==> src/sv/mlr_pkg.sv <==
package mlr_pkg;

  // Coordinate width of the pixel grid
  localparam int COORD_BITS = 12;
  // Decision value and increments stay within +-2^(COORD_BITS+1)
  localparam int DEC_BITS   = COORD_BITS + 4;

  // Transaction kinds on the input channel
  localparam logic KIND_START = 1'b0;
  localparam logic KIND_TICK  = 1'b1;

  // Line case from slope and direction of dy
  typedef enum logic [1:0] {
    OCT_SHALLOW_UP = 2'd0,
    OCT_SHALLOW_DN = 2'd1,
    OCT_STEEP_UP   = 2'd2,
    OCT_STEEP_DN   = 2'd3
  } oct_t;

  typedef logic [COORD_BITS-1:0]      coord_t;
  typedef logic signed [DEC_BITS-1:0] dec_t;

  typedef struct packed {
    logic   kind;
    coord_t x_start;
    coord_t y_start;
    coord_t x_end;
    coord_t y_end;
  } in_item_t;

  typedef struct packed {
    coord_t pixel_x;
    coord_t pixel_y;
    logic   last_pixel;
  } out_item_t;

endpackage

==> src/sv/midpoint_line_rasterizer.sv <==
// Midpoint line rasterizer.
// Input channel (in_valid/in_ready/in_data): a start transaction carries two
// endpoints and answers the first pixel of the line; each tick transaction
// then answers the next pixel. A tick while no line is active is taken and
// answers nothing. A start while a line is active abandons that line.
// Output channel (out_valid/out_ready/out_data): one pixel per answered
// transaction, with last_pixel set on the final endpoint.
// Timing: a pixel appears on out_data in the cycle after its transaction is
// taken. Throughput: one transaction per cycle while not stalled; the
// per-pixel step is one add on the decision value and one coordinate
// compare, done between the line state registers and the output register.
// Stall: the output register holds its pixel while out_ready is low;
// in_ready then drops, and rises again in the cycle the pixel is taken, so
// a new transaction enters in the same cycle the old pixel leaves.
// Reset (rst_n low at a clock edge): the block goes idle with the output
// register empty.
module midpoint_line_rasterizer
  import mlr_pkg::*;
(
  input  logic      clk,
  input  logic      rst_n,
  input  logic      in_valid,
  output logic      in_ready,
  input  in_item_t  in_data,
  output logic      out_valid,
  input  logic      out_ready,
  output out_item_t out_data
);

  localparam int EXT_BITS = DEC_BITS - COORD_BITS;

  // Line state
  coord_t cur_x_r, cur_x_nxt;
  coord_t cur_y_r, cur_y_nxt;
  coord_t stop_r, stop_nxt;
  dec_t   decision_r, decision_nxt;
  dec_t   inc_keep_r, inc_keep_nxt;
  dec_t   inc_move_r, inc_move_nxt;
  oct_t   oct_r, oct_nxt;
  logic   busy_r, busy_nxt;

  // Output register
  logic      out_valid_r, out_valid_nxt;
  out_item_t out_data_r, out_data_nxt;

  logic   in_fire;
  logic   emit_c;
  logic   last_c;

  // Start set-up
  logic   swap_c;
  coord_t xa_c, ya_c, xb_c, yb_c;
  dec_t   dx_c, dy_c, ady_c, dx2_c, dy2_c;
  logic   shallow_c, dy_pos_c;

  // Tick step
  logic   move_c;

  assign in_ready  = !out_valid_r || out_ready;
  assign in_fire   = in_valid && in_ready;
  assign out_valid = out_valid_r;
  assign out_data  = out_data_r;

  // Order the endpoints and form the deltas
  always_comb begin
    swap_c    = in_data.x_start > in_data.x_end;
    xa_c      = swap_c ? in_data.x_end   : in_data.x_start;
    ya_c      = swap_c ? in_data.y_end   : in_data.y_start;
    xb_c      = swap_c ? in_data.x_start : in_data.x_end;
    yb_c      = swap_c ? in_data.y_start : in_data.y_end;
    dx_c      = $signed({{EXT_BITS{1'b0}}, xb_c}) - $signed({{EXT_BITS{1'b0}}, xa_c});
    dy_c      = $signed({{EXT_BITS{1'b0}}, yb_c}) - $signed({{EXT_BITS{1'b0}}, ya_c});
    ady_c     = dy_c[DEC_BITS-1] ? -dy_c : dy_c;
    dx2_c     = {dx_c[DEC_BITS-2:0], 1'b0};
    dy2_c     = {dy_c[DEC_BITS-2:0], 1'b0};
    shallow_c = dx_c >= ady_c;
    dy_pos_c  = !dy_c[DEC_BITS-1] && (dy_c != '0);
  end

  // Pick the minor-axis step from the decision sign
  always_comb begin
    case (oct_r) inside
      OCT_SHALLOW_DN, OCT_STEEP_UP: move_c = !decision_r[DEC_BITS-1];
      default:                      move_c = decision_r[DEC_BITS-1];
    endcase
  end

  // Next line state and next pixel
  always_comb begin
    cur_x_nxt    = cur_x_r;
    cur_y_nxt    = cur_y_r;
    stop_nxt     = stop_r;
    decision_nxt = decision_r;
    inc_keep_nxt = inc_keep_r;
    inc_move_nxt = inc_move_r;
    oct_nxt      = oct_r;
    busy_nxt     = busy_r;
    emit_c       = 1'b0;
    last_c       = 1'b0;

    if (in_fire && in_data.kind == KIND_START) begin
      // Load a new line
      emit_c    = 1'b1;
      cur_x_nxt = xa_c;
      cur_y_nxt = ya_c;
      if (shallow_c) begin
        stop_nxt = xb_c;
        last_c   = xa_c == xb_c;
        if (dy_pos_c) begin
          oct_nxt      = OCT_SHALLOW_UP;
          decision_nxt = dx_c - dy2_c;
          inc_keep_nxt = -dy2_c;
          inc_move_nxt = dx2_c - dy2_c;
        end else begin
          oct_nxt      = OCT_SHALLOW_DN;
          decision_nxt = -dx_c - dy2_c;
          inc_keep_nxt = -dy2_c;
          inc_move_nxt = -dx2_c - dy2_c;
        end
      end else begin
        stop_nxt = yb_c;
        last_c   = ya_c == yb_c;
        if (dy_pos_c) begin
          oct_nxt      = OCT_STEEP_UP;
          decision_nxt = dx2_c - dy_c;
          inc_keep_nxt = dx2_c;
          inc_move_nxt = dx2_c - dy2_c;
        end else begin
          oct_nxt      = OCT_STEEP_DN;
          decision_nxt = -dx2_c - dy_c;
          inc_keep_nxt = -dx2_c;
          inc_move_nxt = -dx2_c - dy2_c;
        end
      end
      busy_nxt = !last_c;
    end else if (in_fire && busy_r) begin
      // Advance one pixel along the major axis
      emit_c       = 1'b1;
      decision_nxt = decision_r + (move_c ? inc_move_r : inc_keep_r);
      case (oct_r)
        OCT_SHALLOW_UP: begin
          cur_x_nxt = cur_x_r + 1'b1;
          cur_y_nxt = move_c ? cur_y_r + 1'b1 : cur_y_r;
        end
        OCT_SHALLOW_DN: begin
          cur_x_nxt = cur_x_r + 1'b1;
          cur_y_nxt = move_c ? cur_y_r - 1'b1 : cur_y_r;
        end
        OCT_STEEP_UP: begin
          cur_y_nxt = cur_y_r + 1'b1;
          cur_x_nxt = move_c ? cur_x_r + 1'b1 : cur_x_r;
        end
        default: begin
          cur_y_nxt = cur_y_r - 1'b1;
          cur_x_nxt = move_c ? cur_x_r + 1'b1 : cur_x_r;
        end
      endcase
      if (oct_r == OCT_SHALLOW_UP || oct_r == OCT_SHALLOW_DN) begin
        last_c = cur_x_nxt == stop_r;
      end else begin
        last_c = cur_y_nxt == stop_r;
      end
      busy_nxt = !last_c;
    end
  end

  // Fill or drain the output register
  always_comb begin
    out_data_nxt  = out_data_r;
    out_valid_nxt = out_valid_r;
    if (emit_c) begin
      out_valid_nxt           = 1'b1;
      out_data_nxt.pixel_x    = cur_x_nxt;
      out_data_nxt.pixel_y    = cur_y_nxt;
      out_data_nxt.last_pixel = last_c;
    end else if (out_ready) begin
      out_valid_nxt = 1'b0;
    end
  end

  always_ff @(posedge clk) begin
    if (!rst_n) begin
      busy_r      <= 1'b0;
      out_valid_r <= 1'b0;
    end else begin
      busy_r      <= busy_nxt;
      out_valid_r <= out_valid_nxt;
    end
  end

  always_ff @(posedge clk) begin
    cur_x_r    <= cur_x_nxt;
    cur_y_r    <= cur_y_nxt;
    stop_r     <= stop_nxt;
    decision_r <= decision_nxt;
    inc_keep_r <= inc_keep_nxt;
    inc_move_r <= inc_move_nxt;
    oct_r      <= oct_nxt;
    out_data_r <= out_data_nxt;
  end

  // A start transaction always answers a pixel
  a_start_emits: assert property (@(posedge clk) disable iff (!rst_n)
    in_fire && in_data.kind == KIND_START |=> out_valid_r)
    else $error("start transaction gave no pixel");

  // A tick with no active line answers nothing
  a_idle_tick_silent: assert property (@(posedge clk) disable iff (!rst_n)
    in_fire && in_data.kind == KIND_TICK && !busy_r |=> !out_valid_r)
    else $error("idle tick gave a pixel");

  // The final pixel ends the line
  a_last_idles: assert property (@(posedge clk) disable iff (!rst_n)
    emit_c && last_c |=> !busy_r)
    else $error("line still active after last pixel");

  // An active line has not yet reached its stop coordinate
  a_busy_not_at_end: assert property (@(posedge clk) disable iff (!rst_n)
    busy_r |-> ((oct_r == OCT_SHALLOW_UP || oct_r == OCT_SHALLOW_DN) ?
                (cur_x_r != stop_r) : (cur_y_r != stop_r)))
    else $error("active line already at its end");

endmodule

==> config.mk <==
export PLATFORM = sky130hd
export DESIGN_NAME = midpoint_line_rasterizer
export DESIGN_NICKNAME = d
export VERILOG_FILES = /design/src/sv/mlr_pkg.sv /design/src/sv/midpoint_line_rasterizer.sv
export SDC_FILE = /design/constraint.sdc
export NUM_CORES = 1
export LEC_CHECK = 0
export BUFFER_PORTS_ARGS = -buffer_cell sky130_fd_sc_hd__buf_4
export CELL_PAD_IN_SITES_DETAIL_PLACEMENT = 1
export CELL_PAD_IN_SITES_GLOBAL_PLACEMENT = 2
export CORE_AREA = 2 2 191 212
export DETAILED_ROUTE_END_ITERATION = 8
export DIE_AREA = 0 0 193 214
export PLACE_DENSITY_LB_ADDON = 0.1
export SLEW_MARGIN = 10
export SYNTH_ARGS = -nofsm -noshare
export SYNTH_HDL_FRONTEND = slang
export SYNTH_SLANG_ARGS = --single-unit
==> constraint.sdc <==
create_clock -name clk -period 9.8 [get_ports clk]
set_clock_uncertainty 0.2 [all_clocks]
set_input_delay 1.96 -clock clk [delete_from_list [all_inputs] [get_ports clk]]
set_output_delay 1.96 -clock clk [all_outputs]
set_load 0.02 [all_outputs]
==> results.tsv, run 1 <==
metric	value	unit
outcome	finished, final reports clean	
drt-vias-per-instance	5.64	
wl_per_cell	22.5	um
cts_num_sinks	110	
vias	12900	
routed_wirelength	51300	um
cts_hold_buf	0	
cts_inserted_buffers	9	
die_y	214	um
fillerInstances	4769	
cts.clk_slew.worst_paths	80	ps
overflow	0	
fmax	111	MHz
hpwl	41100	um
post_cts_resized	0	
io_buffers	79	
rsz0062_at_grt	false	
crit_arrival	8940	ps
tritoncts	yes	
syn_avg_cell_area	7.96	sq um
antenna_left	0	
drt-initial-drc-count	686	
yosys_warnings	0	
grt_pass1_wl	78800	um
synth_edf_count	84	
dieArea	41300	sq um
power	0.00384	W
grt_usage	25.1	%
gp_congestion	0.843	
syn_nets	1911	
slew_viol_final	0	
pre_cts_ws	339	ps
timing.final.crit_share	92.1	%
antenna_found_initial	0	
r2r_slack	4020	ps
nNetsFinal	1971	
antenna_cells	0	
die_w	193	um
fin_crit	9030	ps
area_growth	11.2	%
critPathKind	in2reg	
initial_core_util	34.8	%
postSynth.asyncResetShare	0	%
synthCells	1705	
root_buffer	clkbuf_16	
relSlewSlack	30.4	%
layout_common_cells	nand2_1 (207), nor2_1 (160), ha_1 (147), a21oi_1 (125), buf_4 (118)	
crit_path_top_delay_cell	a31oi_4	
start_kind	primary input	
p_leak	6.40	nW
ir_drop	0.000117	V
setup_tns	0	ps
path_common_cell	ha_1	
mostFrequentLayoutCell	nand2_1	
multi_input_area	9870	sq um
ys.flop_type	edfxtp_1	
cp.required	9710	ps
p_per_area	255	nW/um^2
insertion_delay	400	ps
htree_levels	3	
hold_path.class	reg2reg	
yosysUniqueCellTypes	94	
end_kind	flip-flop	
route.detailed.drc	0	
drive_gt1_share	10.0	%
ys_seq_area_share	22.4	%
core.rowCount	76	
core_area	39000	sq um
setup_viol	0	
max-cap-violations	0	
hold_viol_final	0	
cts.path.max_buffers	2	
cp_slowest_stage_delay	710	ps
cp_max_fo	22	
setup_ws	774	ps
cts_post_setup_buffers_inserted	0	
register_area	3040	sq um
firstDrtPassIters	5	
syn_area	13600	sq um
io_pins	80	
ys_seq_elements	110	
grt_pass1_vias	13500	
grt_max_degree	62	
tightest_slew	1040	ps
## final timing paths
kind          startpoint             end  depth (start not counted)
min          cur_x_r[11]     cur_x_r[11]                          2
min reg2reg  cur_x_r[11]     cur_x_r[11]                          2
max reg2reg     oct_r[0]  decision_r[15]                         20
max          in_data[21]  decision_r[14]                         27
## where the power goes
group,internal (W),switching [W],leakage [nW],total (W)
combinational,0.00110,0.00163,5.26,0.00273
sequential,0.000661,0.0000701,1.01,0.000731
clock,0.000181,0.000196,0.134,0.000377
## synthesized netlist by cell type, types with 9 or more instances
library cell  count  share of area, %
ha_1            147                14
o221ai_1         12              0.77
or3_1            14              0.65
o21bai_1         17              0.94
nor2b_1          35               1.6
a22oi_1          13              0.72
a21o_1           23               1.3
a31oi_1          28               1.3
nand2b_1         33               1.5
dfxtp_1          26               3.8
nand2_1         207               5.7
a21oi_1         125               4.6
o22ai_1          12              0.55
nand3_1          28               1.0
o31ai_1          10              0.55
nand4_1          14              0.65
xnor2_1          91               5.9
o21a_1           19               1.1
and3_1           27               1.2
a211oi_1         23               1.3
inv_1            96               2.7
clkbuf_1         52               1.4
a21boi_0         15              0.83
mux2i_1          47               3.5
nor2_1          160               4.4
o21ai_0          88               3.2
edfxtp_1         84                19
nor3_1           34               1.3
maj3_1            9              0.66
xor2_1           61               3.9
## worst max-delay path: cells and delay by family
| family | cells | cell delay, ps |
|---|---|---|
| AO/OA/AOI/OAI | 12 | 3450 |
| adder cells (fa/ha/maj) | 4 | 1250 |
| buffers and inverters | 5 | 960 |
| AND/OR/NAND/NOR | 4 | 680 |
| XOR/XNOR | 2 | 610 |
## sequential cells by signal, indices dropped and copies added, names as in the netlist
| register | cells |
|---|---|
| cur_x_r | 12 |
| inc_move_r | 15 |
| busy_r | 1 |
| out_data | 25 |
| decision_r | 15 |
| cur_y_r | 12 |
| oct_r | 2 |
| stop_r | 12 |
| inc_keep_r | 15 |
| out_valid | 1 |
## stage by stage
| step | hold slack (ps) | area [sq um] | cells | utilization [%] |
|---|---|---|---|---|
| finish | 335 | 15100 | 2277 | 38.7 |
| global route | 369 | 15100 | 2277 | 38.7 |
| CTS | 324 | 15100 | 2277 | 38.7 |
| detailed placement | 308 | 14800 | 2261 | 38.0 |
| global placement | 298 | 14800 | 2261 | 38.0 |
| floorplan | 269 | 13600 | 1705 | - |
## routing by layer
layer  wire, um  GRT usage, %  vias up
li1           -             -     6262
met2      25800          44.8      195
met3       1360          1.72       49
met5          0             0        -
met4       1500          9.02        0
met1      22700          31.4     6345
## logic make-up after synthesis
logic type | after synthesis | share of synthesized area (%)
AND/OR/NAND/NOR | 591 | 20.4
AO/OA/AOI/OAI | 468 | 23.0
buffers and inverters | 168 | 5.12
adder cells (fa/ha/maj) | 162 | 15.1
XOR/XNOR | 154 | 10.0
flip-flops | 110 | 22.4
multiplexers | 51 | 3.88
other | 1 | 0.0276
## area by class of cell
class / instances / area share [%]
multi-input cells: 1427 / 65.4
flip-flops and latches: 110 / 20.2
repair buffers: 118 / 5.87
well taps: 507 / 4.21
inverters: 99 / 2.50
clock buffers: 12 / 1.63
clock inverters: 4 / 0.191
No activity file was read; power rests on OpenSTA's default activity.
==> inputs of run 2 (changes only) <==
- CORE_AREA: 2 2 191 212 -> 2 2 200 202
- DIE_AREA: 0 0 193 214 -> 0 0 202 204
- GPL_TIMING_DRIVEN: not set -> 0
==> run 2 against run 1 <==
Against the previous run:
- routed wire length is 5.6% higher
- design area is 2.0% higher
- clock power is 5.3% higher
- non-clock buffer count is 31 higher
- sequential share of layout area is 0.40 points lower
- flip-flop and latch count stayed put
- total power is 2.4% higher
- worst hold slack worse by 0.87 ps
- critical path type unchanged
==> results.tsv, run 2 (synthesized netlist as in run 1, its figures left out) <==
metric	value	unit	change
outcome	finished, final reports clean		
gp_congestion	0.850		+0.84%
grt_max_degree	54		-13%
r2r_slack	3550	ps	-470 ps
drt-vias-per-instance	5.65		about the same
final_cell_area	15400	sq um	+2.0%
ir_drop	0.000121	V	+4.0%
core.rowCount	73		-3.9%
firstDrtPassIters	5		unchanged
hold_path.class	reg2reg		
cts_hold_buf	0		unchanged
antenna_cells	0		unchanged
critPathLaunch	in_data[22]		
routed_wirelength	54200	um	+5.6%
area_growth	13.4	%	
nNetsFinal	2002		+1.6%
wl_per_cell	23.3	um	+3.4%
p_per_area	256	nW/um^2	+0.33%
post-route-util	39.3	%	+0.59 points
rr_endpoint	decision_r[15]		
setup_viol	0		unchanged
cp.required	9760	ps	+50 ps
io_pins	80		unchanged
hpwl	44100	um	+7.1%
tritoncts	yes		
insertion_delay	380	ps	-20 ps
crit_arrival	9360	ps	+420 ps
initial_core_util	34.6	%	-0.17 points
cts.path.max_buffers	2		unchanged
p_leak	6.45	nW	+0.82%
start_kind	primary input		
fmax	106	MHz	-4.0%
timing.final.crit_share	95.9	%	+3.8 points
pre_cts_ws	-2040	ps	-2380 ps
htree_levels	3		unchanged
cp_slowest_stage_delay	370	ps	-340 ps
setup_ws	398	ps	-377 ps
path_common_cell	ha_1		
reg2reg_from	oct_r[1]		
relSlewSlack	12.4	%	-18 points
slew_viol_final	0		unchanged
layout_common_cells	nand2_1 (207), nor2_1 (157), ha_1 (147), a21oi_1 (125), inv_1 (94)		
end_kind	flip-flop		
antenna_left	0		unchanged
drt-initial-drc-count	889		+30%
die_y	204	um	-4.7%
io_buffers	76		-3.8%
dieArea	41200	sq um	-0.23%
largest_reg_flops	25		unchanged
mostFrequentLayoutCell	nand2_1		
grt_pass1_vias	13000		-3.6%
cts_num_sinks	110		unchanged
grt_pass1_wl	81500	um	+3.4%
critPathKind	in2reg		
grt_usage	26.2	%	+1.1 points
fin_crit	9400	ps	+377 ps
tightest_slew	1310	ps	+274 ps
die_w	202	um	+4.7%
core_area	39200	sq um	+0.50%
max-cap-violations	0		unchanged
cts.clk_slew.worst_paths	80	ps	about the same
cts_inserted_buffers	9		unchanged
cp_max_fo	19		-14%
crit_path_end	inc_keep_r[10]		
route.detailed.drc	0		unchanged
vias	13100		+2.2%
antenna_found_initial	0		unchanged
root_buffer	clkbuf_16		
crit_path_top_delay_cell	o31ai_2		
overflow	0		unchanged
dpl_cell_area	14900	sq um	+0.49%
drive_gt1_share	10.1	%	+0.11 points
reg2regPathDepth	22		+10%
hold_viol_final	0		unchanged
[run 2: worst min path at each step]
stage,startpoint,endpoint,depth (start not counted)
2_1_floorplan,cur_x_r[11],cur_x_r[11],2
3_3_place_gp,cur_x_r[11],cur_x_r[11],2
3_5_place_dp,cur_x_r[11],cur_x_r[11],2
4_1_cts,busy_r,busy_r,1
5_1_grt,busy_r,busy_r,1
6_report,busy_r,busy_r,1
[run 2: final cells by class]
cell class	instances	area (sq um)
multi-input cells	1427	10000
clock inverters	7	98.8
inverters	99	382
fillers	4709	23800
flip-flops and latches	110	3040
repair buffers	82	636
clock buffers	9	225
well taps	525	657
plain buffers	67	335
[run 2: stage by stage]
stage | hold WS, ps | setup TNS, ps | cells | total power, W
2_1_floorplan | 269 | 0 | 1705 | 0.00269
3_3_place_gp | 303 | -74930 | 2306 | 0.00342
3_5_place_dp | 315 | -65930 | 2308 | 0.00349
4_1_cts | 339 | 0 | 2325 | 0.00392
5_1_grt | 364 | -111 | 2326 | 0.00427
6_report | 334 | 0 | 2326 | 0.00393
[run 2: report_power, final]
group          total (W)  switching [W]  internal (W)
combinational    0.00283        0.00172       0.00111
sequential      0.000708      0.0000481      0.000660
clock           0.000397       0.000212      0.000185
[run 2: what timing repair did]
| action | in CTS | in global routing |
|---|---|---|
| setup endpoints to repair | 45 | 45 |
| setup buffers | 2 | 2 |
| gates resized for setup | 21 | 23 |
| pin swaps | 2 | 1 |
[run 2: metal layers]
| layer | global-route usage (%) | wire, um | up-vias |
|---|---|---|---|
| met1 | 37.4 | 27000 | 6512 |
| met5 | 0 | 0 | - |
| li1 | - | - | 6331 |
| met2 | 43.0 | 24300 | 249 |
| met4 | 4.52 | 686 | 0 |
| met3 | 3.08 | 2220 | 40 |
[run 2: critical path: cells and delay by family]
family,cells,cell delay (ps)
AND/OR/NAND/NOR,11,2030
buffers and inverters,10,2130
adder cells (fa/ha/maj),4,1000
XOR/XNOR,1,280
AO/OA/AOI/OAI,8,1750
multiplexers,1,150
